<file path="src/design/itp_pkg.sv">
package itp_pkg;

    localparam int STACK_DEPTH_DEF = 16;

    localparam logic [7:0] CH_OPEN  = 8'h28;
    localparam logic [7:0] CH_CLOSE = 8'h29;
    localparam logic [7:0] CH_MUL   = 8'h2A;
    localparam logic [7:0] CH_DIV   = 8'h2F;
    localparam logic [7:0] CH_ZERO  = 8'h30;
    localparam logic [7:0] CH_NINE  = 8'h39;
    localparam logic [7:0] CH_SPACE = 8'h20;
    localparam logic [7:0] CH_TAB   = 8'h09;
    localparam logic [7:0] CH_CR    = 8'h0D;

    typedef enum logic [1:0] {
        ERR_NONE     = 2'd0,
        ERR_OVERFLOW = 2'd1,
        ERR_CLOSE    = 2'd2,
        ERR_OPEN     = 2'd3
    } err_t;

    typedef enum logic [1:0] {
        ST_IDLE,
        ST_FETCH,
        ST_DECIDE,
        ST_EMIT
    } state_t;

    typedef enum logic [1:0] {
        KIND_END,
        KIND_CLOSE,
        KIND_OP
    } kind_t;

    typedef struct packed {
        logic       push;
        logic       pop;
        logic       clear;
        logic [7:0] data;
    } stk_ctrl_t;

    function automatic logic is_high(input logic [7:0] c);
        return (c == CH_MUL) || (c == CH_DIV);
    endfunction

endpackage

</file>
<file path="src/design/itp_stack.sv">
module itp_stack
    import itp_pkg::*;
#(
    parameter int STACK_DEPTH = STACK_DEPTH_DEF,
    localparam int CNT_W = $clog2(STACK_DEPTH + 1),
    localparam int ADDR_W = $clog2(STACK_DEPTH)
)
(
    input  logic             clk,
    input  logic             rst_n,
    input  stk_ctrl_t        ctrl,
    output logic [CNT_W-1:0] count,
    output logic             open_any,
    output logic [7:0]       top
);

    logic [7:0]       mem [STACK_DEPTH];
    logic [7:0]       top_reg;
    logic [CNT_W-1:0] count_reg;
    logic [CNT_W-1:0] count_next;
    logic [CNT_W-1:0] open_reg;
    logic [CNT_W-1:0] open_next;
    logic [CNT_W-1:0] count_dec;

    assign count_dec = count_reg - CNT_W'(1);

    always_comb
    begin
        count_next = count_reg;
        open_next  = open_reg;
        if (ctrl.clear)
        begin
            count_next = '0;
            open_next  = '0;
        end
        else if (ctrl.push)
        begin
            count_next = count_reg + CNT_W'(1);
            if (ctrl.data == CH_OPEN)
            begin
                open_next = open_reg + CNT_W'(1);
            end
        end
        else if (ctrl.pop)
        begin
            count_next = count_dec;
            if (top_reg == CH_OPEN)
            begin
                open_next = open_reg - CNT_W'(1);
            end
        end
    end

    always_ff @(posedge clk or negedge rst_n)
    begin
        if (!rst_n)
        begin
            count_reg <= '0;
            open_reg  <= '0;
        end
        else
        begin
            count_reg <= count_next;
            open_reg  <= open_next;
        end
    end

    always_ff @(posedge clk)
    begin
        if (ctrl.push)
        begin
            mem[count_reg[ADDR_W-1:0]] <= ctrl.data;
        end
        top_reg <= mem[count_dec[ADDR_W-1:0]];
    end

    assign count    = count_reg;
    assign open_any = (open_reg != '0);
    assign top      = top_reg;

endmodule

</file>
<file path="src/design/infix_to_postfix_converter.sv">
// Shunting-yard infix to postfix converter. One ASCII character (or an end
// mark) is taken per item; digits come out at once, operators wait on a stack
// of STACK_DEPTH entries and leave in postfix order, and the final result of
// each item carries last. Whitespace, '(' that does not overflow the stack and
// an operator or end mark that meets an empty stack give no result; a digit or
// an error found at the accepting edge goes straight to the output handshake.
// Any other operator, a matched ')' or an end mark with operators stacked
// passes through ST_FETCH, to read the new top of stack through the registered
// memory read port, and ST_DECIDE, to compare its rank, once for every popped
// operator and once more for the entry that ends the run. in_ready is low from
// the accepting edge until the item is finished, including the handshake of
// its last result.
module infix_to_postfix_converter
    import itp_pkg::*;
#(
    parameter int STACK_DEPTH = STACK_DEPTH_DEF
)
(
    input  logic       clk,
    input  logic       rst_n,
    input  logic       in_valid,
    output logic       in_ready,
    input  logic [7:0] symbol,
    input  logic       end_of_expression,
    output logic       out_valid,
    input  logic       out_ready,
    output logic [7:0] out_symbol,
    output logic       last,
    output logic [1:0] error
);

    localparam int CNT_W = $clog2(STACK_DEPTH + 1);

    state_t           state_reg, state_next;
    kind_t            kind_reg, kind_next;
    logic [7:0]       c_reg, c_next;
    logic [7:0]       pend_reg, pend_next;
    logic             pend_valid_reg, pend_valid_next;
    logic             done_reg, done_next;
    logic [7:0]       osym_reg, osym_next;
    logic             olast_reg, olast_next;
    err_t             oerr_reg, oerr_next;

    stk_ctrl_t        stk;
    logic [CNT_W-1:0] count;
    logic             open_any;
    logic [7:0]       top;
    logic             full;
    logic             empty;
    logic             is_digit;
    logic             is_space;
    logic             do_pop;

    itp_stack #(
        .STACK_DEPTH(STACK_DEPTH)
    ) u_stack (
        .clk     (clk),
        .rst_n   (rst_n),
        .ctrl    (stk),
        .count   (count),
        .open_any(open_any),
        .top     (top)
    );

    assign full     = (count == CNT_W'(STACK_DEPTH));
    assign empty    = (count == '0);
    assign is_digit = (symbol >= CH_ZERO) && (symbol <= CH_NINE);
    assign is_space = (symbol == CH_SPACE) || ((symbol >= CH_TAB) && (symbol <= CH_CR));

    always_comb
    begin
        case (kind_reg)
            KIND_END:   do_pop = !empty;
            KIND_CLOSE: do_pop = (top != CH_OPEN);
            KIND_OP:    do_pop = !empty && (top != CH_OPEN)
                                 && !(is_high(c_reg) && !is_high(top));
            default:    do_pop = 1'b0;
        endcase
    end

    always_comb
    begin
        state_next      = state_reg;
        kind_next       = kind_reg;
        c_next          = c_reg;
        pend_next       = pend_reg;
        pend_valid_next = pend_valid_reg;
        done_next       = done_reg;
        osym_next       = osym_reg;
        olast_next      = olast_reg;
        oerr_next       = oerr_reg;
        stk             = '0;
        in_ready        = 1'b0;

        case (state_reg)
            ST_IDLE:
            begin
                in_ready        = 1'b1;
                pend_valid_next = 1'b0;
                if (in_valid)
                begin
                    if (end_of_expression)
                    begin
                        if (open_any)
                        begin
                            stk.clear  = 1'b1;
                            osym_next  = '0;
                            olast_next = 1'b1;
                            oerr_next  = ERR_OPEN;
                            done_next  = 1'b1;
                            state_next = ST_EMIT;
                        end
                        else if (!empty)
                        begin
                            kind_next  = KIND_END;
                            state_next = ST_FETCH;
                        end
                    end
                    else if (is_digit)
                    begin
                        osym_next  = symbol;
                        olast_next = 1'b1;
                        oerr_next  = ERR_NONE;
                        done_next  = 1'b1;
                        state_next = ST_EMIT;
                    end
                    else if (is_space)
                    begin
                        state_next = ST_IDLE;
                    end
                    else if (symbol == CH_OPEN)
                    begin
                        if (full)
                        begin
                            stk.clear  = 1'b1;
                            osym_next  = '0;
                            olast_next = 1'b1;
                            oerr_next  = ERR_OVERFLOW;
                            done_next  = 1'b1;
                            state_next = ST_EMIT;
                        end
                        else
                        begin
                            stk.push = 1'b1;
                            stk.data = symbol;
                        end
                    end
                    else if (symbol == CH_CLOSE)
                    begin
                        if (!open_any)
                        begin
                            stk.clear  = 1'b1;
                            osym_next  = '0;
                            olast_next = 1'b1;
                            oerr_next  = ERR_CLOSE;
                            done_next  = 1'b1;
                            state_next = ST_EMIT;
                        end
                        else
                        begin
                            kind_next  = KIND_CLOSE;
                            state_next = ST_FETCH;
                        end
                    end
                    else if (empty)
                    begin
                        stk.push = 1'b1;
                        stk.data = symbol;
                    end
                    else
                    begin
                        kind_next  = KIND_OP;
                        c_next     = symbol;
                        state_next = ST_FETCH;
                    end
                end
            end

            ST_FETCH:
            begin
                state_next = ST_DECIDE;
            end

            ST_DECIDE:
            begin
                if (do_pop)
                begin
                    stk.pop         = 1'b1;
                    pend_next       = top;
                    pend_valid_next = 1'b1;
                    if (pend_valid_reg)
                    begin
                        osym_next  = pend_reg;
                        olast_next = 1'b0;
                        oerr_next  = ERR_NONE;
                        done_next  = 1'b0;
                        state_next = ST_EMIT;
                    end
                    else
                    begin
                        state_next = ST_FETCH;
                    end
                end
                else
                begin
                    pend_valid_next = 1'b0;
                    state_next      = ST_IDLE;
                    if (pend_valid_reg)
                    begin
                        osym_next  = pend_reg;
                        olast_next = 1'b1;
                        oerr_next  = ERR_NONE;
                        done_next  = 1'b1;
                        state_next = ST_EMIT;
                    end
                    case (kind_reg)
                        KIND_CLOSE:
                        begin
                            stk.pop = 1'b1;
                        end
                        KIND_OP:
                        begin
                            if (pend_valid_reg || !full)
                            begin
                                stk.push = 1'b1;
                                stk.data = c_reg;
                            end
                            else
                            begin
                                stk.clear  = 1'b1;
                                osym_next  = '0;
                                olast_next = 1'b1;
                                oerr_next  = ERR_OVERFLOW;
                                done_next  = 1'b1;
                                state_next = ST_EMIT;
                            end
                        end
                        default:
                        begin
                            stk.pop = 1'b0;
                        end
                    endcase
                end
            end

            ST_EMIT:
            begin
                if (out_ready)
                begin
                    state_next = done_reg ? ST_IDLE : ST_FETCH;
                end
            end

            default:
            begin
                state_next = ST_IDLE;
            end
        endcase
    end

    always_ff @(posedge clk or negedge rst_n)
    begin
        if (!rst_n)
        begin
            state_reg      <= ST_IDLE;
            pend_valid_reg <= 1'b0;
            done_reg       <= 1'b0;
        end
        else
        begin
            state_reg      <= state_next;
            pend_valid_reg <= pend_valid_next;
            done_reg       <= done_next;
        end
    end

    always_ff @(posedge clk)
    begin
        kind_reg  <= kind_next;
        c_reg     <= c_next;
        pend_reg  <= pend_next;
        osym_reg  <= osym_next;
        olast_reg <= olast_next;
        oerr_reg  <= oerr_next;
    end

    assign out_valid  = (state_reg == ST_EMIT);
    assign out_symbol = osym_reg;
    assign last       = olast_reg;
    assign error      = oerr_reg;

endmodule

</file>
<file path="config.mk">
export PLATFORM = sky130hd
export DESIGN_NAME = infix_to_postfix_converter
export DESIGN_NICKNAME = d
export VERILOG_FILES = /design/src/design/itp_pkg.sv /design/src/design/itp_stack.sv /design/src/design/infix_to_postfix_converter.sv
export SDC_FILE = /design/constraint.sdc
export NUM_CORES = 1
export LEC_CHECK = 0
export BUFFER_PORTS_ARGS = -buffer_cell sky130_fd_sc_hd__buf_2
export CORE_MARGIN = 4
export CORE_UTILIZATION = 31
export DETAILED_ROUTE_END_ITERATION = 7
export SLEW_MARGIN = 5
export SYNTH_ARGS = -nofsm -noshare
export SYNTH_HDL_FRONTEND = slang
export SYNTH_SLANG_ARGS = --single-unit
</file>
<file path="constraint.sdc">
create_clock -name clk -period 4.1 [get_ports clk]
set_input_delay 0.41 -clock clk [delete_from_list [all_inputs] [get_ports clk]]
set_output_delay 0.41 -clock clk [all_outputs]
set_load 0.05 [all_outputs]
</file>
==> flow_metrics.py, run 1 <==
metrics = {
    "timing": {
        "timing_max_transition_violations_final": 0,
        "transition_time_at_the_pin_with_the_least_slew_margin_ps": 1130,
        "layout_worst_path_cycle_share_pct": 94.4,
        "rsz_0062_raised_after_global_routing": "false",
        "skew_ps": 11.3,
        "max_slew_margin_pct": 24.2,
        "timing.setup.tns_ps": 0,
        "setup_slack_ps": 231,
        "final_hold_viol_count": 0,
        "finalWorstPathRequiredPeriod_ps": 3870,
        "finalSetupViolCount": 0,
        "fmaxAchievable_mhz": 258,
    },
    "clock_tree": {
        "htree_num_levels": 4,
        "post_cts.resized_instances": 0,
        "clock_latency_ps": 430,
        "clock_sinks": 179,
        "ctsRootBufferMaster": "sky130_fd_sc_hd__clkbuf_16",
        "cts.reportedPaths.clkPinSlew_ps": 70,
        "cts-buffers-inserted": 17,
        "clock_tree_from_tritoncts": "done",
        "clock_path_buffers": 2,
    },
    "pwr": {
        "internal_power_uw": 4100,
        "power.density_cell_area_nw_per_um2": 688,
        "power.clock.fraction_pct": 24.7,
        "power.static_leakage_uw": 0.00290,
        "ir_drop_v": 0.000311,
        "report.power.total_uw": 6280,
        "p_sw_uw": 2180,
        "switch_share_pct": 34.7,
        "power.share.sequential_pct": 38.3,
        "combinationalPowerShare_pct": 37.0,
    },
    "critical_path": {
        "reg2reg_to": "u_stack.open_reg[4]",
        "required_ps": 4410,
        "end_kind": "flip-flop",
        "cp_top_family": "simple AND/OR/NAND/NOR gates",
        "worstReg2RegStart": "u_stack.count[1]",
        "critPathMaxFanout": 12,
        "cpPeakStageDelay_ps": 620,
        "cp_data_arrival_time_ps": 4180,
        "critPathSlowestCell": "sky130_fd_sc_hd__or4b_1",
        "worstSetupPathDepth": 13,
        "worstSetupStartpointType": "flip-flop",
        "worstPathCellList": "inv_1, ha_2, or4b_1, o31ai_4, and2_4, and2_4, or2b_2, inv_2, fa_1, a21o_1, a21oi_1, nor4_1, or3_1",
        "path_buf_inv": 2,
        "critPathMostFrequentCell": "sky130_fd_sc_hd__and2_4",
        "worst_setup_path_type": "reg -> reg",
        "setup.worst_path.start": "u_stack.count[1]",
        "critical_path_sink": "u_stack.open_reg[4]",
        "r2r_cells": 13,
        "r2r_setup_slack_ps": 230,
    },
    "synth": {
        "synth_nets": 518,
        "synthesis.area_per_instance_sq_um": 16.1,
        "synth-edff-count": 157,
        "ys.flop_type": "sky130_fd_sc_hd__edfxtp_1",
        "synth_area_sq_um": 7970,
        "yosysWarningCount": 0,
        "async_reset_ff_share_pct": 7.82,
        "synthesis.instances": 495,
        "postSynthRegisterBits": 179,
        "count_of_unique_library_cells_instantiated_by_yosys": 74,
        "seq_total_area_yosys_pct": 65.5,
    },
    "global_routing": {
        "grt_usage_pct": 12.6,
        "grt_start_max_net_pins": 37,
        "grt_pass1_wl_mm": 27.3,
        "global_route.overflow_total": 0,
        "first_global_vias": 4606,
        "grt_antenna_before_repair": 0,
    },
    "detailed_routing": {
        "wirelength_mm": 17.5,
        "drt-wirelength-per-cell_microns": 19.9,
        "post-route-drc-count": 0,
        "drt-pass1-iter-count": 5,
        "route.detailed.vias_per_inst": 5.22,
        "initialDrtViolationCount": 518,
        "route.antenna.remaining_nets": 0,
        "vias": 4584,
    },
    "min_path": {
        "hold_path.class": "in -> reg",
        "worstHoldPathCells": 1,
    },
    "layout": {
        "syn2layout_area_growth_pct": 14.5,
        "largest_register_ffs": 128,
        "layout.cells.most_common_list": "157 x sky130_fd_sc_hd__edfxtp_1, 40 x sky130_fd_sc_hd__mux4_2, 34 x sky130_fd_sc_hd__nor2_1",
        "final_nets": 559,
        "antenna_cells": 0,
        "layout.cells.most_common": "sky130_fd_sc_hd__edfxtp_1",
        "post_route_cells_drive_above_1_share_pct": 25.7,
    },
    "floorplan": {
        "die_height_microns": 168,
        "die_w_microns": 168,
        "ioPinCount": 26,
        "floorplan.initialDensity_pct": 31.6,
        "die-area_sq_um": 28300,
        "placeableCoreArea_sq_um": 25300,
        "rows": 58,
    },
    "placement": {
        "place.port_buffers": 25,
        "post-dp-hpwl_mm": 11.7,
        "pre_cts_slack_ps": 246,
        "gp_congestion": 0.897,
    },
    "flow_run": {
        "drv_cap": 0,
    },
    "run_status": {
        "outcome": "complete, no violations",
    },
}
-- final cells by class --
| cell class | instances | area (sq um) |
|---|---|---|
| well taps | 330 | 413 |
| flip-flops and latches | 179 | 5230 |
| clock inverters | 12 | 125 |
| fillers | 2412 | 16100 |
| inverters | 13 | 48.8 |
| repair buffers | 49 | 308 |
| clock buffers | 20 | 437 |
| multi-input cells | 276 | 2570 |
-- power by group through the flow --
stage	Sequential [uW]	Clock [uW]	Combinational, uW
2_1_floorplan	2550	0	1610
3_3_place_gp	2430	0	2310
3_5_place_dp	2440	0	2340
4_1_cts	2410	1580	2350
5_1_grt	2440	1670	2520
6_report	2410	1550	2330
-- repair_timing --
action,4_1_cts,5_1_grt
hold buffers,1,0
buffers inserted,0,0
endpoints found under the hold margin,14,0
-- per-stage QoR --
| step | utilization [%] | hold WS, ps | area, sq um | instances |
|---|---|---|---|---|
| after floorplan | - | 114 | 7970 | 495 |
| after global placement | 33.9 | 332 | 8560 | 846 |
| after detailed placement | 33.9 | 335 | 8560 | 846 |
| after CTS | 36.1 | 203 | 9130 | 879 |
| after global routing | 36.1 | 210 | 9130 | 879 |
| final | 36.1 | 225 | 9130 | 879 |
-- cell families (layout without fill, tap and decap cells) --
group | Yosys count | count (layout) | share of synthesized area [%]
buffers and inverters | 40 | 94 | 2.24
multiplexers | 53 | 53 | 13.2
adder cells (fa/ha/maj) | 11 | 11 | 1.79
AND/OR/NAND/NOR | 132 | 132 | 9.06
flip-flops | 179 | 179 | 65.5
XOR/XNOR | 8 | 8 | 0.879
AO/OA/AOI/OAI | 72 | 72 | 7.30
-- worst register-to-register path, stage by stage (launching register included) --
cell,delay [ps]
sky130_fd_sc_hd__dfrtp_1,450
sky130_fd_sc_hd__inv_1,140
sky130_fd_sc_hd__ha_2,240
sky130_fd_sc_hd__or4b_1,620
sky130_fd_sc_hd__o31ai_4,130
sky130_fd_sc_hd__and2_4,220
sky130_fd_sc_hd__and2_4,240
sky130_fd_sc_hd__or2b_2,170
sky130_fd_sc_hd__inv_2,110
sky130_fd_sc_hd__fa_1,480
sky130_fd_sc_hd__a21o_1,200
sky130_fd_sc_hd__a21oi_1,280
sky130_fd_sc_hd__nor4_1,80
sky130_fd_sc_hd__or3_1,380
-- layer usage --
layer,up-vias,track usage [%],part of all wire [%]
li1,2049,-,-
met1,2367,17.1,44
met2,150,19.9,48
met3,18,3.45,6.4
met4,0,3.88,1.9
met5,-,0,0
-- worst min-delay path by stage --
stage,start,to
finish,symbol[6],c_reg[6]
global route,symbol[6],c_reg[6]
CTS,symbol[6],c_reg[6]
detailed placement,rst_n,done_reg
global placement,rst_n,pend_valid_reg
floorplan,rst_n,done_reg
-- synth_stat cells (2+ instances only) --
master	instances	area, sq um
sky130_fd_sc_hd__dfxtp_1	8	160
sky130_fd_sc_hd__a211o_1	2	17.5
sky130_fd_sc_hd__nand2_1	20	75.1
sky130_fd_sc_hd__buf_2	8	40.0
sky130_fd_sc_hd__buf_6	2	22.5
sky130_fd_sc_hd__or4b_1	2	20.0
sky130_fd_sc_hd__clkbuf_1	13	48.8
sky130_fd_sc_hd__a21o_1	3	22.5
sky130_fd_sc_hd__and2_4	2	17.5
sky130_fd_sc_hd__o211ai_1	3	22.5
sky130_fd_sc_hd__dfrtp_1	14	350
sky130_fd_sc_hd__nand4_1	2	12.5
sky130_fd_sc_hd__inv_1	12	45.0
sky130_fd_sc_hd__edfxtp_1	157	4710
sky130_fd_sc_hd__a32oi_1	2	17.5
sky130_fd_sc_hd__ha_1	9	113
sky130_fd_sc_hd__nor3b_1	5	37.5
sky130_fd_sc_hd__xnor2_1	7	61.3
sky130_fd_sc_hd__a21oi_1	9	45.0
sky130_fd_sc_hd__a31oi_1	3	18.8
sky130_fd_sc_hd__nor2b_1	3	18.8
sky130_fd_sc_hd__o22ai_1	6	37.5
sky130_fd_sc_hd__o2bb2ai_1	2	17.5
sky130_fd_sc_hd__nand3b_1	5	37.5
sky130_fd_sc_hd__or3_1	7	43.8
sky130_fd_sc_hd__a32o_1	3	30.0
sky130_fd_sc_hd__nand3_1	8	40.0
sky130_fd_sc_hd__o21ai_0	15	75.1
sky130_fd_sc_hd__nor4_1	2	12.5
sky130_fd_sc_hd__mux4_2	40	901
sky130_fd_sc_hd__nor3_1	18	90.1
sky130_fd_sc_hd__nand2b_1	6	37.5
sky130_fd_sc_hd__mux2_4	4	60.1
sky130_fd_sc_hd__a22o_1	7	61.3
sky130_fd_sc_hd__or2_2	2	12.5
sky130_fd_sc_hd__buf_1	3	11.3
sky130_fd_sc_hd__nor2_1	34	128
sky130_fd_sc_hd__mux2i_1	8	80.1
sky130_fd_sc_hd__and2_1	4	25.0
Note: power is estimated with default switching activity, not from simulation.
==> run 2: changes to the inputs <==
- CORE_ASPECT_RATIO: unset -> 1.2
- HOLD_SLACK_MARGIN: unset -> 0.15
==> flow_metrics.py, run 2 (same netlist as run 1, synthesis figures left out) <==
metrics = {
    "pwr": {
        "power.static_leakage_uw": 0.00288,
        "ir_drop_v": 0.000377,
        "power.density_cell_area_nw_per_um2": 691,
    },
    "clock_tree": {
        "ctsRootBufferMaster": "sky130_fd_sc_hd__clkbuf_16",
        "clock_path_buffers": 2,
        "post_cts_buffers": 0,
        "htree_num_levels": 4,
        "clock_latency_ps": 440,
        "post_cts.resized_instances": 0,
        "clock_tree_from_tritoncts": "done",
        "cts.reportedPaths.clkPinSlew_ps": 70,
        "clock_sinks": 179,
        "cts-buffers-inserted": 17,
    },
    "floorplan": {
        "ioPinCount": 26,
        "die_w_microns": 154,
        "floorplan.initialDensity_pct": 31.4,
        "die-area_sq_um": 28400,
        "die_height_microns": 184,
        "rows": 64,
        "placeableCoreArea_sq_um": 25400,
    },
    "timing": {
        "timing.setup.tns_ps": 0,
        "layout_worst_path_cycle_share_pct": 93.0,
        "finalSetupViolCount": 0,
        "fmaxAchievable_mhz": 262,
        "final_hold_viol_count": 0,
        "finalWorstPathRequiredPeriod_ps": 3810,
        "skew_ps": 14.3,
        "timing_max_transition_violations_final": 0,
        "max_slew_margin_pct": 19.7,
        "transition_time_at_the_pin_with_the_least_slew_margin_ps": 1200,
        "rsz_0062_raised_after_global_routing": "false",
    },
    "layout": {
        "layout.cells.most_common_list": "157 x sky130_fd_sc_hd__edfxtp_1, 40 x sky130_fd_sc_hd__mux4_2, 34 x sky130_fd_sc_hd__nor2_1",
        "layout.cells.most_common": "sky130_fd_sc_hd__edfxtp_1",
        "largest_register_ffs": 128,
        "post_route_cells_drive_above_1_share_pct": 24.9,
        "final_nets": 549,
        "syn2layout_area_growth_pct": 14.3,
        "final.fill_count": 2349,
        "finish.instance_area_sq_um": 9110,
        "layout.cells.non_filler": 872,
    },
    "placement": {
        "post-place-cells": 836,
        "place.port_buffers": 25,
        "post-dp-hpwl_mm": 11.8,
        "gp_congestion": 0.851,
        "place_area_sq_um": 8480,
    },
    "global_routing": {
        "grt_start_max_net_pins": 37,
        "grt_pass1_wl_mm": 27.2,
        "grt_antenna_before_repair": 3,
        "global_route.overflow_total": 0,
        "grt_usage_pct": 12.7,
        "first_global_vias": 4636,
    },
    "run_status": {
        "outcome": "complete, no violations",
    },
    "detailed_routing": {
        "drt-wirelength-per-cell_microns": 19.9,
        "post-route-drc-count": 0,
        "wirelength_mm": 17.3,
        "route.antenna.remaining_nets": 0,
        "vias": 4482,
        "route.detailed.vias_per_inst": 5.14,
        "initialDrtViolationCount": 395,
        "drt-pass1-iter-count": 5,
    },
    "critical_path": {
        "cp_data_arrival_time_ps": 4120,
        "r2r_setup_slack_ps": 290,
        "required_ps": 4410,
        "critPathMaxFanout": 12,
        "worst_setup_path_type": "reg -> reg",
        "worstSetupStartpointType": "flip-flop",
        "end_kind": "flip-flop",
    },
    "flow_run": {
        "drv_cap": 0,
    },
    "min_path": {
        "hold_path.class": "in -> reg",
    },
}
-- run 2: cell count changes in the layout (fill, tap and decap cells not counted) --
cell	change
sky130_fd_sc_hd__clkinvlp_4	-3
sky130_fd_sc_hd__clkinv_8	+7
sky130_fd_sc_hd__clkbuf_1	-3
sky130_fd_sc_hd__clkinv_1	-1
sky130_fd_sc_hd__clkinv_2	+1
sky130_fd_sc_hd__ha_2	-1
sky130_fd_sc_hd__buf_4	-10
sky130_fd_sc_hd__bufinv_16	-1
sky130_fd_sc_hd__diode_2	+3
sky130_fd_sc_hd__ha_1	+1
-- run 2: report_power, final --
| group | switching (uW) | internal [uW] |
|---|---|---|
| logic | 1250 | 990 |
| clock network | 792 | 827 |
| registers | 197 | 2240 |
-- run 2: area by class of cell --
type | instances | area (sq um) | share of cell area [%]
Antenna cell | 3 | 7.51 | 0.0824
Clock inverter | 15 | 188 | 2.06
Clock buffer | 17 | 425 | 4.67
Tap cell | 330 | 413 | 4.53
Multi-Input combinational cell | 276 | 2570 | 28.2
Sequential cell | 179 | 5230 | 57.4
Inverter | 13 | 48.8 | 0.536
Timing Repair Buffer | 39 | 233 | 2.55
-- run 2: metrics by stage --
stage | utilization, % | setup slack [ps] | power (uW) | hold WS, ps
after floorplan | - | 164 | 4160 | 114
after global placement | 33.4 | 419 | 4700 | 346
after detailed placement | 33.4 | 335 | 4730 | 356
after CTS | 35.9 | 319 | 6350 | 205
after global routing | 35.9 | 73.0 | 6620 | 221
final | 35.9 | 289 | 6300 | 238
-- run 2: worst max-delay path, cell delays in order, from the launching register on --
cell	delay, ps
sky130_fd_sc_hd__dfrtp_1	440
sky130_fd_sc_hd__inv_1	130
sky130_fd_sc_hd__ha_1	220
sky130_fd_sc_hd__or4b_1	620
sky130_fd_sc_hd__o31ai_4	130
sky130_fd_sc_hd__and2_4	210
sky130_fd_sc_hd__and2_4	240
sky130_fd_sc_hd__or2b_2	180
sky130_fd_sc_hd__inv_2	100
sky130_fd_sc_hd__fa_1	470
sky130_fd_sc_hd__a21o_1	200
sky130_fd_sc_hd__a21oi_1	280
sky130_fd_sc_hd__nor4_1	80
sky130_fd_sc_hd__or3_1	380
-- run 2: timing repair --
item                                   CTS  global route
setup endpoints to repair                0             0
hold buffers                             1             0
endpoints found under the hold margin   14             0
-- run 2: final timing paths --
path	end	start	depth (start not counted)
min reg2reg	pend_reg[6]	u_stack.top[6]	0
max in group asynchronous	u_stack.count[0]	rst_n	2
max reg2reg	u_stack.open_reg[4]	u_stack.count[1]	13
min in group asynchronous	u_stack.open_reg[0]	rst_n	2
max	u_stack.open_reg[4]	u_stack.count[1]	13
min	c_reg[6]	symbol[6]	1
-- run 2: layer usage --
metal	vias to the layer above	global-route usage [%]	share of wire [%]
met5	-	0	0
li1	2043	-	-
met4	0	5.97	3.1
met3	30	3.67	5.8
met2	112	20.1	48
met1	2297	16.1	43
==> run 3: changes to the inputs <==
- CELL_PAD_IN_SITES_DETAIL_PLACEMENT: unset -> 0
- CELL_PAD_IN_SITES_GLOBAL_PLACEMENT: unset -> 2
- PLACE_DENSITY_LB_ADDON: unset -> 0.1
==> flow_metrics.py, run 3 (same netlist as run 1, synthesis figures left out) <==
metrics = {
    "run_status": {
        "outcome": "complete, no violations",
    },
    "timing": {
        "finalWorstPathRequiredPeriod_ps": 3840,
        "max_slew_margin_pct": 45.1,
        "setup_slack_ps": 260,
        "final_hold_viol_count": 0,
        "transition_time_at_the_pin_with_the_least_slew_margin_ps": 821,
        "timing.setup.tns_ps": 0,
        "fmaxAchievable_mhz": 260,
        "finalSetupViolCount": 0,
        "rsz_0062_raised_after_global_routing": "false",
        "skew_ps": 13.6,
        "timing_max_transition_violations_final": 0,
        "layout_worst_path_cycle_share_pct": 93.7,
    },
    "critical_path": {
        "critPathSlowestCell": "sky130_fd_sc_hd__or4b_1",
        "worstSetupStartpointType": "flip-flop",
        "critPathMaxFanout": 12,
        "cpPeakStageDelay_ps": 630,
        "cp_data_arrival_time_ps": 4150,
        "critPathMostFrequentCell": "sky130_fd_sc_hd__and2_4",
        "required_ps": 4410,
        "worstPathCellList": "inv_1, ha_1, or4b_1, o31ai_4, and2_4, and2_4, or2b_2, inv_2, fa_1, a21o_1, a21oi_1, nor4_1, or3_1",
        "worst_setup_path_type": "reg -> reg",
        "end_kind": "flip-flop",
    },
    "clock_tree": {
        "clock_tree_from_tritoncts": "done",
        "htree_num_levels": 4,
        "clock_sinks": 179,
        "cts.reportedPaths.clkPinSlew_ps": 80,
        "clock_latency_ps": 430,
        "cts-buffers-inserted": 17,
        "ctsRootBufferMaster": "sky130_fd_sc_hd__clkbuf_16",
        "clock_path_buffers": 2,
    },
    "detailed_routing": {
        "drt-pass1-iter-count": 4,
        "wirelength_mm": 19.4,
        "initialDrtViolationCount": 264,
        "route.detailed.vias_per_inst": 5.07,
        "drt-wirelength-per-cell_microns": 21.8,
        "vias": 4515,
        "post-route-drc-count": 0,
        "route.antenna.remaining_nets": 0,
    },
    "layout": {
        "final_nets": 570,
        "post_route_cells_drive_above_1_share_pct": 27.7,
        "largest_register_ffs": 128,
        "layout.cells.most_common_list": "157 x sky130_fd_sc_hd__edfxtp_1, 40 x sky130_fd_sc_hd__mux4_2, 34 x sky130_fd_sc_hd__nor2_1, 34 x sky130_fd_sc_hd__buf_4, 25 x sky130_fd_sc_hd__buf_2",
        "syn2layout_area_growth_pct": 16.7,
        "multi_input_area_sq_um": 2570,
        "antenna_cells": 0,
        "sequential_cell_area_sq_um": 5230,
        "final.fill_count": 2412,
        "layout.cells.most_common": "sky130_fd_sc_hd__edfxtp_1",
        "finish.utilization_pct": 36.6,
    },
    "floorplan": {
        "die_w_microns": 154,
        "rows": 64,
        "die_height_microns": 184,
        "ioPinCount": 26,
        "floorplan.initialDensity_pct": 31.4,
        "die-area_sq_um": 28400,
        "placeableCoreArea_sq_um": 25400,
    },
    "pwr": {
        "power.static_leakage_uw": 0.00301,
        "ir_drop_v": 0.000307,
        "power.density_cell_area_nw_per_um2": 712,
    },
    "global_routing": {
        "grt_start_max_net_pins": 37,
        "grt_pass1_wl_mm": 29.9,
        "grt_usage_pct": 14.2,
        "grt_antenna_before_repair": 0,
        "global_route.overflow_total": 0,
        "first_global_vias": 4755,
    },
    "placement": {
        "place.port_buffers": 25,
        "gp_congestion": 0.752,
        "post-dp-hpwl_mm": 13.8,
        "pre_cts_slack_ps": 256,
    },
    "flow_run": {
        "drv_cap": 0,
    },
    "min_path": {
        "hold_path.class": "in -> reg",
    },
}
run 3: cell count changes in the layout (fill, tap and decap cells not counted):
| cell | before | now |
|---|---|---|
| sky130_fd_sc_hd__buf_4 | 13 | 34 |
| sky130_fd_sc_hd__clkinv_8 | 7 | 1 |
| sky130_fd_sc_hd__bufinv_16 | 0 | 4 |
| sky130_fd_sc_hd__diode_2 | 3 | 0 |
| sky130_fd_sc_hd__clkinv_4 | 2 | 0 |
| sky130_fd_sc_hd__clkinvlp_4 | 0 | 2 |
| sky130_fd_sc_hd__clkbuf_8 | 0 | 1 |
| sky130_fd_sc_hd__inv_6 | 2 | 3 |
run 3: per-stage QoR:
| stage | cell area (sq um) | instances | hold slack, ps | total power [uW] |
|---|---|---|---|---|
| detailed placement | 8640 | 857 | 349 | 4910 |
| CTS | 9300 | 890 | 220 | 6730 |
| finish | 9300 | 890 | 239 | 6620 |
| floorplan | 7970 | 495 | 114 | 4160 |
| global route | 9300 | 890 | 223 | 7010 |
| global placement | 8640 | 857 | 346 | 4910 |
run 3: final timing paths:
| path | slack, ps | cells after the start | end | startpoint |
|---|---|---|---|---|
| setup / recovery | 260 | 13 | u_stack.open_reg[4] | u_stack.count[1] |
| hold / removal | 240 | 1 | c_reg[6] | symbol[6] |
| setup reg to reg | 260 | 13 | u_stack.open_reg[4] | u_stack.count[1] |
| hold reg to reg | 430 | 0 | pend_reg[4] | u_stack.top[4] |
| max in group asynchronous | 3390 | 2 | u_stack.count[0] | rst_n |
| min in group asynchronous | 420 | 2 | u_stack.open_reg[3] | rst_n |
run 3: critical path, delay by kind of cell (launching register included):
kind | cells | cell delay, ps
flops | 1 | 440
fa+ha+maj | 2 | 710
simple gates | 6 | 1730
compound gates | 3 | 600
buf+inv | 2 | 240
run 3: what timing repair did:
item,CTS,global route
gates resized for setup,0,0
endpoints found under the hold margin,14,0
buffers inserted,0,0
hold buffers,1,0
run 3: metal layers:
layer / global-route usage (%) / part of all wire [%] / up-vias
met5: 0 / 0 / -
li1: - / - / 2075
met1: 17.9 / 43 / 2331
met3: 2.87 / 3.5 / 17
met2: 24.7 / 52 / 92
met4: 4.13 / 1.9 / 0
run 3: power breakdown:
group,total [uW],internal (uW),switching (uW)
clock,1810,1060,746
combinational,2450,1040,1410
sequential,2360,2240,123
total,6620,4340,2280
run 3: cell type report:
cell class	count	share of cell area (%)
Sequential cell	179	56.2
Multi-Input combinational cell	276	27.6
Clock buffer	18	4.72
Tap cell	330	4.44
Timing Repair Buffer	60	4.20
Clock inverter	14	2.33
Inverter	13	0.525
